--- src/design/tga_rle_pixel_decoder_defines.svh ---
// assertion macros shared by the tga rle decoder modules
`ifndef TGA_RLE_PIXEL_DECODER_DEFINES_SVH
`define TGA_RLE_PIXEL_DECODER_DEFINES_SVH

// same-cycle implication, checked out of reset
`define TGA_ASSERT_IMPL(label, clk, rst_n, ante, cons, msg) \
    label: assert property (@(posedge clk) disable iff (!rst_n) (ante) |-> (cons)) \
        else $error(msg);

// next-cycle implication, checked out of reset
`define TGA_ASSERT_NEXT(label, clk, rst_n, ante, cons, msg) \
    label: assert property (@(posedge clk) disable iff (!rst_n) (ante) |=> (cons)) \
        else $error(msg);

`endif

--- src/design/tga_pkg.sv ---
// shared types and constants of the tga rle pixel decoder
package tga_pkg;

    localparam int unsigned BYTE_W      = 8;
    localparam int unsigned DIM_W       = 16;
    localparam int unsigned COUNT_W     = 32;
    localparam int unsigned CFG_INDEX_W = 2;
    localparam int unsigned CFG_DATA_W  = 16;
    localparam int unsigned HOLD_W      = 24;
    localparam int unsigned PIX_W       = 32;

    // packet header coding
    localparam logic [BYTE_W-1:0] RUN_FLAG = 8'd128;
    localparam logic [BYTE_W-1:0] RUN_BIAS = 8'd127;
    localparam logic [BYTE_W-1:0] REP_MAX  = 8'd128;

    typedef enum logic [1:0] {
        PH_STOP = 2'd0,
        PH_HEAD = 2'd1,
        PH_PIX  = 2'd2
    } t_phase;

    typedef enum logic [1:0] {
        ERR_NONE      = 2'd0,
        ERR_ZERO_SIZE = 2'd1,
        ERR_OVERRUN   = 2'd2,
        ERR_TRUNC     = 2'd3
    } t_err;

    typedef enum logic [CFG_INDEX_W-1:0] {
        CFG_WIDTH  = 2'd0,
        CFG_HEIGHT = 2'd1,
        CFG_ALPHA  = 2'd2
    } t_cfg_idx;

    typedef struct packed {
        logic [DIM_W-1:0]   width;
        logic [DIM_W-1:0]   height;
        logic               has_alpha;
        logic [COUNT_W-1:0] total;
    } t_cfg;

    typedef struct packed {
        logic [BYTE_W-1:0] stream_byte;
        logic              image_start;
        logic              stream_end;
    } t_item;

    typedef struct packed {
        logic [BYTE_W-1:0]  red;
        logic [BYTE_W-1:0]  green;
        logic [BYTE_W-1:0]  blue;
        logic [BYTE_W-1:0]  alpha;
        logic [BYTE_W-1:0]  repeat_res;
        logic [COUNT_W-1:0] first_pixel_index;
        logic               image_done;
        t_err               error_code;
    } t_result;

endpackage

--- src/design/tga_rle_pixel_decoder.sv ---
// top level of the tga run-length pixel decoder
// Decodes the run-length compressed pixel data of a TGA image, one stream byte
// per input beat, and gives one result beat per completed pixel: the colour in
// RGB(A) order, how many pixels it covers (a whole run at once) and the index of
// its first pixel, plus image_done and an error code (zero size, too many pixels,
// truncated stream). Empty results (repeat 0) carry only an error code and a
// pixel index. After the image ends or an error is flagged, bytes are dropped
// until a beat marked with image_start. A new input beat is taken every cycle
// unless stalled; a beat is held in the input register and its result is then
// loaded into the result register. Throughput is one byte per clock, set by the
// combinational decode step between the two registers, and only held back while
// the result register is full and not being taken. The configuration port is
// always ready; write width, height and alpha only while no beat is in flight.
module tga_rle_pixel_decoder (
    input  logic                                i_clk,
    input  logic                                i_rst_n,
    // configuration writes
    input  logic                                i_cfg_valid,
    output logic                                o_cfg_ready,
    input  logic [tga_pkg::CFG_INDEX_W-1:0]     i_cfg_index,
    input  logic [tga_pkg::CFG_DATA_W-1:0]      i_cfg_data,
    // stream input
    input  logic                                i_in_valid,
    output logic                                o_in_ready,
    input  logic [tga_pkg::BYTE_W-1:0]          i_stream_byte,
    input  logic                                i_image_start,
    input  logic                                i_stream_end,
    // pixel results
    output logic                                o_out_valid,
    input  logic                                i_out_ready,
    output logic [tga_pkg::BYTE_W-1:0]          o_red,
    output logic [tga_pkg::BYTE_W-1:0]          o_green,
    output logic [tga_pkg::BYTE_W-1:0]          o_blue,
    output logic [tga_pkg::BYTE_W-1:0]          o_alpha,
    output logic [tga_pkg::BYTE_W-1:0]          o_repeat_res,
    output logic [tga_pkg::COUNT_W-1:0]         o_first_pixel_index,
    output logic                                o_image_done,
    output logic [1:0]                          o_error_code
);

    tga_pkg::t_cfg    w_cfg;
    tga_pkg::t_item   w_in_item;
    tga_pkg::t_item   w_item;
    logic             w_item_valid;
    logic             w_advance;
    logic             w_out_free;
    logic             w_emit;
    tga_pkg::t_result w_result;
    tga_pkg::t_result w_out;

    // register writes never stall
    assign o_cfg_ready = 1'b1;

    tga_cfg u_cfg (
        .i_clk      (i_clk),
        .i_rst_n    (i_rst_n),
        .i_wr_valid (i_cfg_valid),
        .i_wr_index (i_cfg_index),
        .i_wr_data  (i_cfg_data),
        .o_cfg      (w_cfg)
    );

    assign w_in_item.stream_byte = i_stream_byte;
    assign w_in_item.image_start = i_image_start;
    assign w_in_item.stream_end  = i_stream_end;

    tga_inreg u_inreg (
        .i_clk     (i_clk),
        .i_rst_n   (i_rst_n),
        .i_valid   (i_in_valid),
        .o_ready   (o_in_ready),
        .i_item    (w_in_item),
        .i_advance (w_advance),
        .o_valid   (w_item_valid),
        .o_item    (w_item)
    );

    // a held beat is decoded once the result register can take its result
    assign w_advance = w_item_valid && w_out_free;

    tga_dec u_dec (
        .i_clk     (i_clk),
        .i_rst_n   (i_rst_n),
        .i_advance (w_advance),
        .i_item    (w_item),
        .i_cfg     (w_cfg),
        .o_emit    (w_emit),
        .o_result  (w_result)
    );

    tga_obuf u_obuf (
        .i_clk    (i_clk),
        .i_rst_n  (i_rst_n),
        .i_load   (w_emit),
        .i_result (w_result),
        .i_ready  (i_out_ready),
        .o_valid  (o_out_valid),
        .o_free   (w_out_free),
        .o_result (w_out)
    );

    // result fields out to their own ports
    assign o_red               = w_out.red;
    assign o_green             = w_out.green;
    assign o_blue              = w_out.blue;
    assign o_alpha             = w_out.alpha;
    assign o_repeat_res        = w_out.repeat_res;
    assign o_first_pixel_index = w_out.first_pixel_index;
    assign o_image_done        = w_out.image_done;
    assign o_error_code        = w_out.error_code;

endmodule

--- src/design/tga_cfg.sv ---
// configuration registers and the pixel total of the image
module tga_cfg (
    input  logic                                i_clk,
    input  logic                                i_rst_n,
    input  logic                                i_wr_valid,
    input  logic [tga_pkg::CFG_INDEX_W-1:0]     i_wr_index,
    input  logic [tga_pkg::CFG_DATA_W-1:0]      i_wr_data,
    output tga_pkg::t_cfg                       o_cfg
);

    logic [tga_pkg::DIM_W-1:0]   r_width, n_width;
    logic [tga_pkg::DIM_W-1:0]   r_height, n_height;
    logic                        r_has_alpha, n_has_alpha;
    logic [tga_pkg::COUNT_W-1:0] r_total;

    always_comb begin
        n_width     = r_width;
        n_height    = r_height;
        n_has_alpha = r_has_alpha;
        if (i_wr_valid) begin
            unique case (tga_pkg::t_cfg_idx'(i_wr_index))
                tga_pkg::CFG_WIDTH:  n_width     = i_wr_data;
                tga_pkg::CFG_HEIGHT: n_height    = i_wr_data;
                tga_pkg::CFG_ALPHA:  n_has_alpha = i_wr_data[0];
                default: ;
            endcase
        end
    end

    // total follows the written values in the same edge
    always_ff @(posedge i_clk) begin
        if (!i_rst_n) begin
            r_width     <= tga_pkg::DIM_W'(1);
            r_height    <= tga_pkg::DIM_W'(1);
            r_has_alpha <= 1'b0;
            r_total     <= tga_pkg::COUNT_W'(1);
        end else begin
            r_width     <= n_width;
            r_height    <= n_height;
            r_has_alpha <= n_has_alpha;
            r_total     <= tga_pkg::COUNT_W'(n_width) * tga_pkg::COUNT_W'(n_height);
        end
    end

    assign o_cfg.width     = r_width;
    assign o_cfg.height    = r_height;
    assign o_cfg.has_alpha = r_has_alpha;
    assign o_cfg.total     = r_total;

endmodule

--- src/design/tga_inreg.sv ---
// input register stage for incoming stream beats
module tga_inreg (
    input  logic           i_clk,
    input  logic           i_rst_n,
    input  logic           i_valid,
    output logic           o_ready,
    input  tga_pkg::t_item i_item,
    input  logic           i_advance,
    output logic           o_valid,
    output tga_pkg::t_item o_item
);

    logic           r_valid;
    tga_pkg::t_item r_item;

    assign o_ready = !r_valid || i_advance;

    always_ff @(posedge i_clk) begin
        if (!i_rst_n) begin
            r_valid <= 1'b0;
        end else if (o_ready) begin
            r_valid <= i_valid;
        end
    end

    always_ff @(posedge i_clk) begin
        if (o_ready && i_valid) begin
            r_item <= i_item;
        end
    end

    assign o_valid = r_valid;
    assign o_item  = r_item;

endmodule

--- src/design/tga_dec.sv ---
// packet decode state and the per-byte decode step
`include "tga_rle_pixel_decoder_defines.svh"

module tga_dec (
    input  logic             i_clk,
    input  logic             i_rst_n,
    input  logic             i_advance,
    input  tga_pkg::t_item   i_item,
    input  tga_pkg::t_cfg    i_cfg,
    output logic             o_emit,
    output tga_pkg::t_result o_result
);

    tga_pkg::t_phase             r_phase, n_phase;
    logic [tga_pkg::BYTE_W-1:0]  r_left, n_left;
    logic                        r_run, n_run;
    logic [1:0]                  r_slot, n_slot;
    logic [tga_pkg::HOLD_W-1:0]  r_hold, n_hold;
    logic [tga_pkg::COUNT_W-1:0] r_pd, n_pd;

    tga_pkg::t_phase             phase_eff;
    logic [tga_pkg::COUNT_W-1:0] pd_eff;
    logic [tga_pkg::PIX_W-1:0]   pix;
    logic [tga_pkg::COUNT_W-1:0] rem;
    logic [tga_pkg::BYTE_W-1:0]  want;
    logic [tga_pkg::BYTE_W-1:0]  rep;
    logic [tga_pkg::BYTE_W-1:0]  left_after;
    logic [tga_pkg::COUNT_W-1:0] pd_sum;
    logic                        rem_lt_want;
    logic                        done;
    logic                        over;
    logic                        complete;
    logic                        emit_c;
    tga_pkg::t_result            res;

    assign phase_eff = i_item.image_start ? tga_pkg::PH_HEAD : r_phase;
    assign pd_eff    = i_item.image_start ? '0 : r_pd;

    // byte lands in its slot of the pixel word
    assign pix = {8'd0, r_hold}
               | ({24'd0, i_item.stream_byte} << {r_slot, 3'b000});

    assign rem  = (i_cfg.total > pd_eff) ? (i_cfg.total - pd_eff) : '0;
    assign want = r_run ? r_left : 8'd1;
    assign rem_lt_want = rem < {24'd0, want};
    assign done = rem <= {24'd0, want};
    assign rep  = rem_lt_want ? rem[tga_pkg::BYTE_W-1:0] : want;
    assign left_after = r_run ? 8'd0 : (r_left - 8'd1);
    assign over = rem_lt_want || (done && (left_after != 8'd0));
    assign pd_sum = pd_eff + {24'd0, rep};
    assign complete = (r_slot == 2'd3) || ((r_slot == 2'd2) && !i_cfg.has_alpha);

    always_comb begin
        n_phase = r_phase;
        n_left  = r_left;
        n_run   = r_run;
        n_slot  = r_slot;
        n_hold  = r_hold;
        n_pd    = r_pd;
        emit_c  = 1'b0;
        res     = '0;

        if (i_item.image_start) begin
            n_left = '0;
            n_run  = 1'b0;
            n_slot = '0;
            n_hold = '0;
            n_pd   = '0;
        end

        if (i_item.image_start && (i_cfg.total == '0)) begin
            n_phase        = tga_pkg::PH_STOP;
            emit_c         = 1'b1;
            res.error_code = tga_pkg::ERR_ZERO_SIZE;
        end else begin
            unique case (phase_eff)
                tga_pkg::PH_HEAD: begin
                    if (i_item.stream_byte < tga_pkg::RUN_FLAG) begin
                        n_run  = 1'b0;
                        n_left = i_item.stream_byte + 8'd1;
                    end else begin
                        n_run  = 1'b1;
                        n_left = i_item.stream_byte - tga_pkg::RUN_BIAS;
                    end
                    n_slot  = '0;
                    n_hold  = '0;
                    n_phase = tga_pkg::PH_PIX;
                end
                tga_pkg::PH_PIX: begin
                    if (complete) begin
                        emit_c = 1'b1;
                        if (rep != 8'd0) begin
                            res.red   = pix[23:16];
                            res.green = pix[15:8];
                            res.blue  = pix[7:0];
                            res.alpha = i_cfg.has_alpha ? pix[31:24] : 8'd0;
                        end
                        res.repeat_res        = rep;
                        res.first_pixel_index = pd_eff;
                        n_pd   = pd_sum;
                        n_slot = '0;
                        n_hold = '0;
                        if (done) begin
                            n_phase        = tga_pkg::PH_STOP;
                            res.image_done = 1'b1;
                            res.error_code = over ? tga_pkg::ERR_OVERRUN : tga_pkg::ERR_NONE;
                        end else begin
                            n_left = left_after;
                            if (left_after == 8'd0) begin
                                n_phase = tga_pkg::PH_HEAD;
                            end
                        end
                    end else begin
                        n_slot = r_slot + 2'd1;
                        n_hold = pix[tga_pkg::HOLD_W-1:0];
                    end
                end
                default: begin
                    n_phase = tga_pkg::PH_STOP;
                end
            endcase

            // stream ran out with the image unfinished
            if (i_item.stream_end && (n_phase != tga_pkg::PH_STOP)) begin
                n_phase = tga_pkg::PH_STOP;
                if (emit_c) begin
                    res.error_code = tga_pkg::ERR_TRUNC;
                end else begin
                    emit_c                = 1'b1;
                    res                   = '0;
                    res.first_pixel_index = n_pd;
                    res.error_code        = tga_pkg::ERR_TRUNC;
                end
            end
        end
    end

    always_ff @(posedge i_clk) begin
        if (!i_rst_n) begin
            r_phase <= tga_pkg::PH_STOP;
            r_left  <= '0;
            r_run   <= 1'b0;
            r_slot  <= '0;
            r_hold  <= '0;
            r_pd    <= '0;
        end else if (i_advance) begin
            r_phase <= n_phase;
            r_left  <= n_left;
            r_run   <= n_run;
            r_slot  <= n_slot;
            r_hold  <= n_hold;
            r_pd    <= n_pd;
        end
    end

    assign o_emit   = i_advance && emit_c;
    assign o_result = res;

    `TGA_ASSERT_IMPL(a_empty_has_error, i_clk, i_rst_n, o_emit && (res.repeat_res == 8'd0), res.error_code != tga_pkg::ERR_NONE, "empty result without error")
    `TGA_ASSERT_NEXT(a_done_stops, i_clk, i_rst_n, o_emit && res.image_done, r_phase == tga_pkg::PH_STOP, "decoder still running after image end")
    `TGA_ASSERT_IMPL(a_overrun_done, i_clk, i_rst_n, o_emit && (res.error_code == tga_pkg::ERR_OVERRUN), res.image_done, "overrun without image end")
    `TGA_ASSERT_IMPL(a_rep_bound, i_clk, i_rst_n, o_emit, res.repeat_res <= tga_pkg::REP_MAX, "repeat count above packet maximum")

endmodule

--- src/design/tga_obuf.sv ---
// result register towards the output channel
`include "tga_rle_pixel_decoder_defines.svh"

module tga_obuf (
    input  logic             i_clk,
    input  logic             i_rst_n,
    input  logic             i_load,
    input  tga_pkg::t_result i_result,
    input  logic             i_ready,
    output logic             o_valid,
    output logic             o_free,
    output tga_pkg::t_result o_result
);

    logic             r_valid;
    tga_pkg::t_result r_result;

    assign o_free = !r_valid || i_ready;

    always_ff @(posedge i_clk) begin
        if (!i_rst_n) begin
            r_valid <= 1'b0;
        end else if (i_load) begin
            r_valid <= 1'b1;
        end else if (i_ready) begin
            r_valid <= 1'b0;
        end
    end

    always_ff @(posedge i_clk) begin
        if (i_load) begin
            r_result <= i_result;
        end
    end

    assign o_valid  = r_valid;
    assign o_result = r_result;

    `TGA_ASSERT_IMPL(a_no_overwrite, i_clk, i_rst_n, r_valid && !i_ready, !i_load, "result overwritten before taken")

endmodule
--- config.mk ---
export PLATFORM = sky130hd
export DESIGN_NAME = tga_rle_pixel_decoder
export DESIGN_NICKNAME = d
export VERILOG_FILES = /design/src/design/tga_pkg.sv /design/src/design/tga_rle_pixel_decoder.sv /design/src/design/tga_cfg.sv /design/src/design/tga_inreg.sv /design/src/design/tga_dec.sv /design/src/design/tga_obuf.sv
export VERILOG_INCLUDE_DIRS = /design/src /design/src/design
export SDC_FILE = /design/constraint.sdc
export NUM_CORES = 1
export LEC_CHECK = 0
export ABC_AREA = 0
export BUFFER_PORTS_ARGS = -buffer_cell sky130_fd_sc_hd__buf_2
export CORE_MARGIN = 1.5
export CORE_UTILIZATION = 63
export CTS_CLUSTER_SIZE = 25
export DETAILED_ROUTE_END_ITERATION = 8
export GPL_ROUTABILITY_DRIVEN = 0
export PLACE_DENSITY = 0.86
export RECOVER_POWER = 25
export SLEW_MARGIN = 30
export SYNTH_ARGS = -nofsm -noshare
export SYNTH_HDL_FRONTEND = slang
export SYNTH_SLANG_ARGS = --single-unit
export TNS_END_PERCENT = 10
--- constraint.sdc ---
create_clock -name i_clk -period 14.43 [get_ports i_clk]
set_clock_uncertainty 0.15 [all_clocks]
set_input_delay 0.7215 -clock i_clk [delete_from_list [all_inputs] [get_ports i_clk]]
set_output_delay 0.7215 -clock i_clk [all_outputs]
set_load 0.005 [all_outputs]
### Word-level counts from Yosys, hierarchy flattened

Index checks and enable logic that the tools add are counted.

| cells by class | value |
|---|---|
| add/subtract/negate cells | 6 |
| multiply operators | 1 |
| magnitude comparators | 4 |
| equal/unequal tests | 6 |
| shift-type cells | 1 |
| mux-type cells | 53 |
| bitwise logic cells | 1 |
| reduce and logical (&&, ||, !) cells | 23 |

Operators by type and width:

| kind | number |
|---|---|
| 75-bit two-way mux | 3 |
| 32-bit two-way mux | 6 |
| 73-bit two-way mux | 1 |
| 24-bit two-way mux | 3 |
| 8-bit two-way mux | 9 |
| 16-bit two-way mux | 4 |
| 24-bit case mux with 2 select lines | 1 |
| 32-bit by 8-bit adder with 32-bit output | 1 |
| 32-bit > comparator | 1 |
| 32-bit by 8-bit <= comparator with 1-bit output | 1 |
| 32-bit zero test | 1 |
| 32-bit by 8-bit < comparator with 1-bit output | 1 |
| 16-bit by 16-bit multiplier with 32-bit output | 1 |
| 24-bit by 32-bit OR with 32-bit output | 1 |
| 8-bit by 5-bit << shifter with 32-bit output | 1 |
| 32-bit subtractor | 1 |
| 2-bit two-way mux | 11 |
| 8-bit case mux with 2 select lines | 1 |
| 8-bit nonzero test | 2 |
| 1-bit two-way mux | 11 |
| 8-bit by 1-bit adder with 8-bit output, second input constant | 1 |
| 2-bit == test, second input constant | 4 |
| 8-bit zero test | 1 |
| 8-bit < comparator, second input constant | 1 |
| other kinds (13) | 27 |

| word-level totals | value |
|---|---|
| bits in registers | 221 |
| output and inout bits | 78 |
| logic and storage cells | 119 |

### Logic depth before layout (Yosys ltp)

Gate-level depths: netlist of run 1.

| logic depth | value |
|---|---|
| depth after elaboration | 14 |
| depth in mapped cells | 44 |

### By module

Synthesis of run 1 repeated with hierarchy kept, for this count alone.

| unflattened totals | value |
|---|---|
| cells, all modules | 2429 |
| area total of the unflattened synthesis | 21533.2 µm² |

Modules (own cells, without submodules):

| module | instances | cells an instance | area each (µm²) |
|---|---|---|---|
| tga_cfg | 1 | 1185 | 10635.2 |
| tga_dec | 1 | 1147 | 8221.6 |
| tga_obuf | 1 | 79 | 2301.0 |
| tga_inreg | 1 | 15 | 357.8 |
| tga_rle_pixel_decoder | 1 | 3 | 17.5 |

### Worst setup path after synthesis of run 1

Ideal clock, no wire load.

| path | value |
|---|---|
| kind | flip-flop to flip-flop |
| from | reg u_inreg.r_item, in the netlist u_inreg.o_item[1] |
| to | reg u_obuf.r_result, in the netlist u_obuf.o_result[0], enable pin |
| data arrival time | 9.430 ns |
| required time | 13.747 ns |
| path slack | 4.317 ns |
| cell stages (with the launch flop) | 32 |
| period minus slack after synthesis | 10.113 ns |
| path through | edfxtp_1 > clkinv_1 > clkbuf_1 > clkbuf_1 > buf_1 > clkbuf_1 > nand2_1 > ha_1 > clkbuf_1 > a21oi_1 > o21ai_0 > a221oi_2 > o211ai_1 > a21oi_1 > o221a_1 > a41oi_2 > clkbuf_1 > and2_1 > inv_1 > ha_1 > nor2b_1 > o21ai_0 > nand2b_1 > a21oi_1 > o21ai_0 > o21ai_0 > and2_4 > a31oi_1 > o21ai_1 > and2_1 > buf_4 > a21oi_1 |

| on the way | value |
|---|---|
| longest elaborated chain between the ends | 13 |
| elaborated cells between the ends (all ways) | 20 |
| classes of those cells | 1 x add/sub; 2 x order compare; 2 x eq/ne; 11 x mux; 4 x reduce/logical |

Ends and longest elaborated chain:

| item | RTL line | source |
|---|---|---|
| start, declared | tga_inreg.sv:14 | `tga_pkg::t_item r_item;` |
| start signal, assigned | tga_inreg.sv:28 | `r_item <= i_item;` |
| 32-bit two-way mux | tga_dec.sv:37 | `assign pd_eff = i_item.image_start ? '0 : r_pd;` |
| 32-bit subtractor or 32-bit > comparator (tied branches) | tga_dec.sv:43 | `assign rem = (i_cfg.total > pd_eff) ? (i_cfg.total - pd_eff) : '0;` |
| 32-bit two-way mux | tga_dec.sv:43 |  |
| 32-bit by 8-bit <= comparator with 1-bit output | tga_dec.sv:46 | `assign done = rem <= {24'd0, want};` |
| 2-bit two-way mux | tga_dec.sv:103 | `if (done) begin` |
| 2-bit two-way mux | tga_dec.sv:90 | `if (complete) begin` |
| 2-bit case mux with 2 select lines | tga_dec.sv:76 | `unique case (phase_eff)` |
| 2-bit two-way mux | tga_dec.sv:71 | `if (i_item.image_start && (i_cfg.total == '0)) begin` |
| 2-bit nonzero test | tga_dec.sv:124 | `if (i_item.stream_end && (n_phase != tga_pkg::PH_STOP)) begin` |
| 1-bit logical AND | tga_dec.sv:124 |  |
| 1-bit two-way mux | tga_dec.sv:124 |  |
| 1-bit two-way mux (*) | tga_dec.sv:71 |  |
| 1-bit logical AND (*) | tga_dec.sv:156 | `assign o_emit = i_advance && emit_c;` |
| named net u_dec.o_emit | tga_dec.sv:10 | `output logic o_emit,` |
| end signal, assigned | tga_obuf.sv:32 | `r_result <= i_result;` |
| end, declared | tga_obuf.sv:16 | `tga_pkg::t_result r_result;` |

Mark *: on every way through the listed nets, which the timed path passes. The rest lies on a longest branch. The select of a mux whose other input is x is not followed.
A chain may end at the register's enable or synchronous reset.

### Worst setup path in the final report of run 1

| path | value |
|---|---|
| from | reg u_inreg.r_item, in the netlist u_inreg.o_item[1] |
| to | reg u_dec.r_pd[26] (netlist bit) |

| on the way | value |
|---|---|
| longest elaborated chain between the ends | 9 |
| elaborated cells between the ends (all ways) | 13 |
| classes of those cells | 2 x add/sub; 2 x order compare; 1 x eq/ne; 7 x mux; 1 x reduce/logical |

Ends and longest elaborated chain:

| item | RTL line | source |
|---|---|---|
| 32-bit two-way mux | tga_dec.sv:37, tga_dec.sv:63 |  |
| 32-bit subtractor or 32-bit > comparator (tied branches) | tga_dec.sv:43 |  |
| 32-bit two-way mux | tga_dec.sv:43 |  |
| 32-bit by 8-bit < comparator with 1-bit output | tga_dec.sv:45 | `assign rem_lt_want = rem < {24'd0, want};` |
| 8-bit two-way mux | tga_dec.sv:47 | `assign rep = rem_lt_want ? rem[tga_pkg::BYTE_W-1:0] : want;` |
| 32-bit by 8-bit adder with 32-bit output | tga_dec.sv:50 | `assign pd_sum = pd_eff + {24'd0, rep};` |
| 32-bit two-way mux | tga_dec.sv:90 |  |
| 32-bit two-way mux | tga_dec.sv:76 |  |
| 32-bit two-way mux (*) | tga_dec.sv:71 |  |
| end signal, assigned | tga_dec.sv:152 | `r_pd <= n_pd;` |
| end, declared | tga_dec.sv:19 | `logic [tga_pkg::COUNT_W-1:0] r_pd, n_pd;` |

Every way passes the cells marked *; elsewhere a longest branch is shown, timed or not.

==> results of run 1 <==
state kept, by name (all words and copies together) (netlist names), 2 cells and up:
| register | cells |
|---|---|
| u_cfg.r_width | 16 |
| u_obuf.o_result | 75 |
| u_dec.r_left | 8 |
| u_cfg.r_total | 32 |
| u_dec.r_phase | 2 |
| u_dec.r_slot | 2 |
| u_inreg.o_item | 10 |
| u_dec.r_pd | 32 |
| u_dec.r_hold | 24 |
| u_cfg.r_height | 16 |
area by class of cell:
type	count	area, um^2
multi-input combinational	1691	13500
clock buffer	31	689
fill	2364	9790
clock inverter	15	133
timing repair buffer	125	638
tap	402	503
sequential	221	5280
inverter	281	1050
worst paths after layout:
check                                                 start                          end  slack, ns  cells after the start
worst max-delay path            u_inreg.o_item[1]$_DFFE_PP_  u_dec.r_pd[26]$_SDFFE_PN0P_       3.64                     38
worst min-delay path                       i_stream_byte[5]  u_inreg.o_item[7]$_DFFE_PP_       0.18                      1
worst max register to register  u_inreg.o_item[1]$_DFFE_PP_  u_dec.r_pd[26]$_SDFFE_PN0P_       3.64                     38
worst min register to register  u_dec.r_pd[20]$_SDFFE_PN0P_  u_dec.r_pd[20]$_SDFFE_PN0P_       0.33                      2
logic make-up after synthesis:
logic type | count (synthesis) | synth area share (%)
DFF | 221 | 26.1
buffers and inverters | 380 | 7.39
other | 1 | 0.0186
and+or+nand+nor | 846 | 19.5
muxes | 67 | 3.52
AOI/OAI and AO/OA | 369 | 11.9
xor gates and xnor gates | 54 | 2.34
adders and majority gates | 354 | 29.2
synth_stat cells (21+ instances only):
library cell  count  share of area [%]
a31oi_1          26               0.80
dfxtp_1         136                 13
a21o_1           32                1.2
edfxtp_1         85                 13
nor2b_1          65                2.0
nor2_1          225                4.2
and2_1           87                2.7
xor2_1           21               0.91
fa_1            196                 19
nand2_1         307                5.7
inv_1           279                5.2
nand4_1          27               0.84
mux2i_1          35                1.7
mux2_2           32                1.8
nand3_1          38               0.94
o21ai_0          73                1.8
nor3_1           24               0.59
clkbuf_1         77                1.4
a21oi_1         100                2.5
a22oi_1          34                1.3
ha_1            158                9.8
xnor2_1          33                1.4
worst reg2reg max path, delay by kind of cell (launching register included):
kind | cells | cell delay (ns)
AO/OA/AOI/OAI | 18 | 4.39
buffers and inverters | 5 | 1.04
adder cells (fa/ha/maj) | 4 | 1.38
flip-flops | 1 | 0.36
AND/OR/NAND/NOR | 11 | 3.34
where the power goes:
group / total [mW] / internal (mW) / leakage (nW) / switching, mW
sequential: 0.684 / 0.665 / 1.89 / 0.0187
combinational: 0.612 / 0.230 / 7.21 / 0.382
clock: 0.639 / 0.362 / 0.400 / 0.278
total: 1.93 / 1.26 / 9.50 / 0.678
per-layer routing:
metal	GRT usage (%)	share of wire, %	up-vias
met3	5.19	9.7	236
li1	-	-	7720
met4	16.1	5.4	0
met1	37.8	37	8083
met2	55.4	48	1096
met5	0	0	-
per-stage QoR:
| stage | std cells | hold slack [ns] |
|---|---|---|
| floorplan | 2292 | 0.284 |
| global placement | 2720 | 0.317 |
| detailed placement | 2720 | 0.327 |
| CTS | 2766 | 0.171 |
| global route | 2766 | 0.177 |
| finish | 2766 | 0.184 |
==> results.yml, run 1 <==
layout:
  final_util_pct: 69.0
  final_common_cell: "nand2_1"
  finalNetCount: 2732
  drive_gt1_share_pct: 8.54
  areaGrowthSynthToFinish_pct: 7.67
  final_cell_mix: "nand2_1 (307), inv_1 (279), nor2_1 (225)"
  fin_area_mm2: 0.0218
  antenna_cells: 0
global_routing:
  grt_remaining_overflow: 0
  grt_pass1_wl_um: 84300
  grt_max_degree: 120
  grt_pass1_vias: 17300
  antenna_found_initial: 0
  grt_usage_pct: 31.7
drt:
  drt_iter0_drc: 2000
  ant_nets: 0
  vias: 17100
  via_per_inst: 6.19
  first_pass_iters: 9
  drt_wl_total_um: 52400
  drc: 15
  wl_per_cell_um: 19.0
floorplanning:
  die_area_mm2: 0.0332
  fp.dieW_um: 182
  ioPinCount: 111
  die_h_um: 182
  num_rows: 65
  core-area_mm2: 0.0316
  start_util_pct: 64.1
worst_setup_path:
  cp_data_arrival_time_ns: 11.10
  cp_num_buf_inv: 5
  start_kind: "register"
  critPathCaptureType: "register"
  crit_top_cell: "o21ai_0"
  worstPathMaxFanout: 41
  cp_top_family: "compound AO/OA/AOI/OAI gates"
  worstPathRequired_ns: 14.73
  slowest_delay_ns: 0.84
  critical_path.slowest_cell: "nor4b_2"
  worst-setup-path-type: "reg2reg"
clock_tree:
  tritoncts: "yes"
  cts-root-buf: "clkbuf_16"
  clk-insertion-delay-late_ns: 0.57
  ctsResizeCount: 0
  clkTransAtPathRegs_ns: 0.07
  hold_buffers: 0
  post_cts_buffers: 0
  clock_sinks: 221
  cts_buffers: 25
  cts_max_level: 1
  cts_max_path_buffers: 3
placed_design:
  postPlaceCellArea_mm2: 0.0210
  pre_cts_slack_ns: 4.11
  place_hpwl_um: 39300
  portBuffers: 109
timing:
  tightest_slew_ns: 4.40
  tns_ns: 0
  rsz0062_at_grt: "false"
  timing.final.crit_share_pct: 74.8
  hold_viol: 0
  setup_ws_ns: 3.64
  setup_viol: 0
  fmax_ghz: 0.0926
  slew_headroom_pct: -193
  period_minus_slack_ns: 10.79
  slew_viol_final: 120
synth:
  ys_types: 84
  synth_edf_count: 85
  synth_fp_nets: 2679
  syn_area_mm2: 0.0202
  ys_ff_latch: 221
  ys_async_sr_fraction_pct: 0
  syn_avg_cell_area_um2: 8.82
  yosysWarningCount: 0
  syn_inst: 2292
  synth_seq_area_share_pct: 26.1
  synth-main-ff-cell: "dfxtp_1"
worst_hold_path:
  hold_class: "in2reg"
run_status:
  violations: "design-rule violations, max-capacitance violations, max-slew violations"
  status: "finished, violations left"
power:
  leakage_nw: 9.50
  total_power_mw: 1.93
  irDropWorstVdd_mv: 0.0983
  powerDensity_mw_per_mm2: 88.9
job:
  maxCapViolCount: 1
No activity file was read; power rests on OpenSTA's default activity.
==> run 2: changes to the inputs <==
--- a/config.mk
+++ b/config.mk
@@ -9,11 +9,11 @@
 export ABC_AREA = 0
 export BUFFER_PORTS_ARGS = -buffer_cell sky130_fd_sc_hd__buf_2
 export CORE_MARGIN = 1.5
-export CORE_UTILIZATION = 63
+export CORE_UTILIZATION = 57
 export CTS_CLUSTER_SIZE = 25
 export DETAILED_ROUTE_END_ITERATION = 8
 export GPL_ROUTABILITY_DRIVEN = 0
-export PLACE_DENSITY = 0.86
+export PLACE_DENSITY = 0.82
 export RECOVER_POWER = 25
 export SLEW_MARGIN = 30
 export SYNTH_ARGS = -nofsm -noshare
==> constraint.sdc (replaced) <==
create_clock -name i_clk -period 8.68 [get_ports i_clk]
set_clock_uncertainty 0.15 [all_clocks]
set_input_delay 0.434 -clock i_clk [delete_from_list [all_inputs] [get_ports i_clk]]
set_output_delay 0.434 -clock i_clk [all_outputs]
set_load 0.005 [all_outputs]
==> results.yml, run 2 (synthesis results as in run 1) <==
floorplanning:
  die_h_um: 191
  core-area_mm2: 0.0347
  ioPinCount: 111
  start_util_pct: 58.2
  num_rows: 68
  fp.dieW_um: 191
  die_area_mm2: 0.0366
power:
  p_comb_share_pct: 33.1
  power.switching_mw: 1.13
  p_int_mw: 2.19
  power_frac_clock_pct: 32.7
  seqPwrFrac_pct: 34.2
  sw_frac_of_total_pct: 33.9
  irDropWorstVdd_mv: 0.155
  total_power_mw: 3.32
  leakage_nw: 9.75
  powerDensity_mw_per_mm2: 149
worst_setup_path:
  critical_path.slowest_cell: "ha_1"
  cp_data_arrival_time_ns: 8.57
  cp_top_family: "compound AO/OA/AOI/OAI gates"
  worst-setup-path-type: "reg2reg"
  slowest_delay_ns: 0.46
  worstPathMaxFanout: 24
  critPathCaptureType: "register"
  reg2reg_to: "u_dec.r_pd[31]$_SDFFE_PN0P_"
  rrSetupSlack_ns: 0.43
  r2r_start: "u_inreg.o_item[1]$_DFFE_PP_"
  start_kind: "register"
  cp_num_buf_inv: 6
  worstPathRequired_ns: 9.00
  r2r_cells: 34
drt:
  vias: 17100
  first_pass_iters: 7
  wl_per_cell_um: 18.5
  ant_nets: 0
  drt_iter0_drc: 1729
  via_per_inst: 5.99
  drc: 0
  drt_wl_total_um: 52900
layout:
  seq_area_mm2: 0.00528
  final_util_pct: 64.3
  multi_input_area_mm2: 0.0136
  final_common_cell: "nand2_1"
  largest_reg_flops: 75
  fill_cells: 2765
  finalNetCount: 2773
  areaGrowthSynthToFinish_pct: 10.4
  drive_gt1_share_pct: 9.12
  final_cell_mix: "nand2_1 (306), inv_1 (279), nor2_1 (223)"
  antenna_cells: 0
  fin_area_mm2: 0.0223
clock_tree:
  clk-insertion-delay-late_ns: 0.56
  clock_sinks: 221
  cts_max_level: 1
  cts_max_path_buffers: 3
  cts-root-buf: "clkbuf_16"
  clkTransAtPathRegs_ns: 0.06
  cts_buffers: 25
  tritoncts: "yes"
timing:
  timing.final.crit_share_pct: 95.1
  period_minus_slack_ns: 8.25
  tightest_slew_ns: 1.47
  setup_ws_ns: 0.429
  setup_viol: 0
  rsz0062_at_grt: "true"
  hold_viol: 0
  tns_ns: 0
  fmax_ghz: 0.121
  slew_headroom_pct: 1.71
  slew_viol_final: 0
worst_hold_path:
  min_from: "i_cfg_data[10]"
  hold_class: "in2reg"
  hold_end: "u_cfg.r_height[10]$_SDFF_PN0_"
  min_path_cells: 3
run_status:
  status: "finished, final reports clean"
placed_design:
  postPlaceCellArea_mm2: 0.0212
  pre_cts_slack_ns: -0.122
  portBuffers: 109
  place_hpwl_um: 40100
global_routing:
  grt_usage_pct: 28.9
  grt_max_degree: 62
  antenna_found_initial: 2
  grt_pass1_vias: 17100
  grt_remaining_overflow: 0
  grt_pass1_wl_um: 84100
job:
  maxCapViolCount: 0
==> run 2: cell count changes in the layout (fill, tap and decap cells not counted), sizes merged <==
cell,previous run,this run
clkinvlp,3,0
inv,281,280
dlygate4sd3,0,11
a41oi,6,7
buf,105,121
clkbuf,51,69
bufinv,1,2
clkinv,11,5
==> run 2: final cells by class <==
class	instances	area share, %
well taps	455	2.55
flip-flops and latches	221	23.6
clock buffers	36	3.31
multi-input cells	1692	61.0
clock inverters	6	0.443
repair buffers	165	4.32
inverters	281	4.73
==> run 2: worst max path at each step <==
stage	from	endpoint	slack (ns)	cells after the start
2_1_floorplan	u_inreg.o_item[1]$_DFFE_PP_	u_dec.r_pd[26]$_SDFFE_PN0P_	-0.17	43
4_1_cts	u_inreg.o_item[1]$_DFFE_PP_	u_dec.r_pd[26]$_SDFFE_PN0P_	0.12	41
3_5_place_dp	u_inreg.o_item[1]$_DFFE_PP_	u_dec.r_pd[26]$_SDFFE_PN0P_	-0.12	38
3_3_place_gp	u_inreg.o_item[1]$_DFFE_PP_	u_dec.r_pd[26]$_SDFFE_PN0P_	0.19	38
6_report	u_inreg.o_item[1]$_DFFE_PP_	u_dec.r_pd[31]$_SDFFE_PN0P_	0.43	34
5_1_grt	u_inreg.o_item[1]$_DFFE_PP_	u_dec.r_pd[26]$_SDFFE_PN0P_	-0.01	41
==> run 2: layer usage <==
layer	global-route usage (%)	up-vias	routed length, um
li1	-	7811	-
met4	13.5	4	2760
met2	49.2	962	24800
met3	5.21	210	5110
met1	35.6	8109	20200
met5	0	-	17
==> run 2: what timing repair did <==
| action | CTS | global route |
|---|---|---|
| endpoints found under the setup margin | 2 | 18 |
| setup buffers | 1 | 5 |
| cloned | 0 | 1 |
| pin swaps | 1 | 9 |
| gates resized for setup | 3 | 30 |
| hold buffers | 11 | 0 |
| endpoints found under the hold margin | 11 | 0 |
==> run 2: power groups by stage <==
stage	clock network, mW	registers, mW	logic, mW
after CTS	1.10	1.13	0.995
after global routing	1.14	1.14	1.19
final	1.08	1.14	1.10
after detailed placement	0	1.16	0.982
after global placement	0	1.16	0.950
after floorplan	0	1.14	0.744
==> run 2: worst min-delay path, stage by stage <==
cell	delay, ns
buf_2	0.10
mux2i_1	0.08
nor2b_1	0.11
==> run 2: stage by stage <==
step,hold slack [ns],cells
floorplan,0.284,2292
finish,0.0495,2856
global placement,0.309,2795
detailed placement,0.312,2795
CTS,0.0468,2849
global route,0.0986,2856
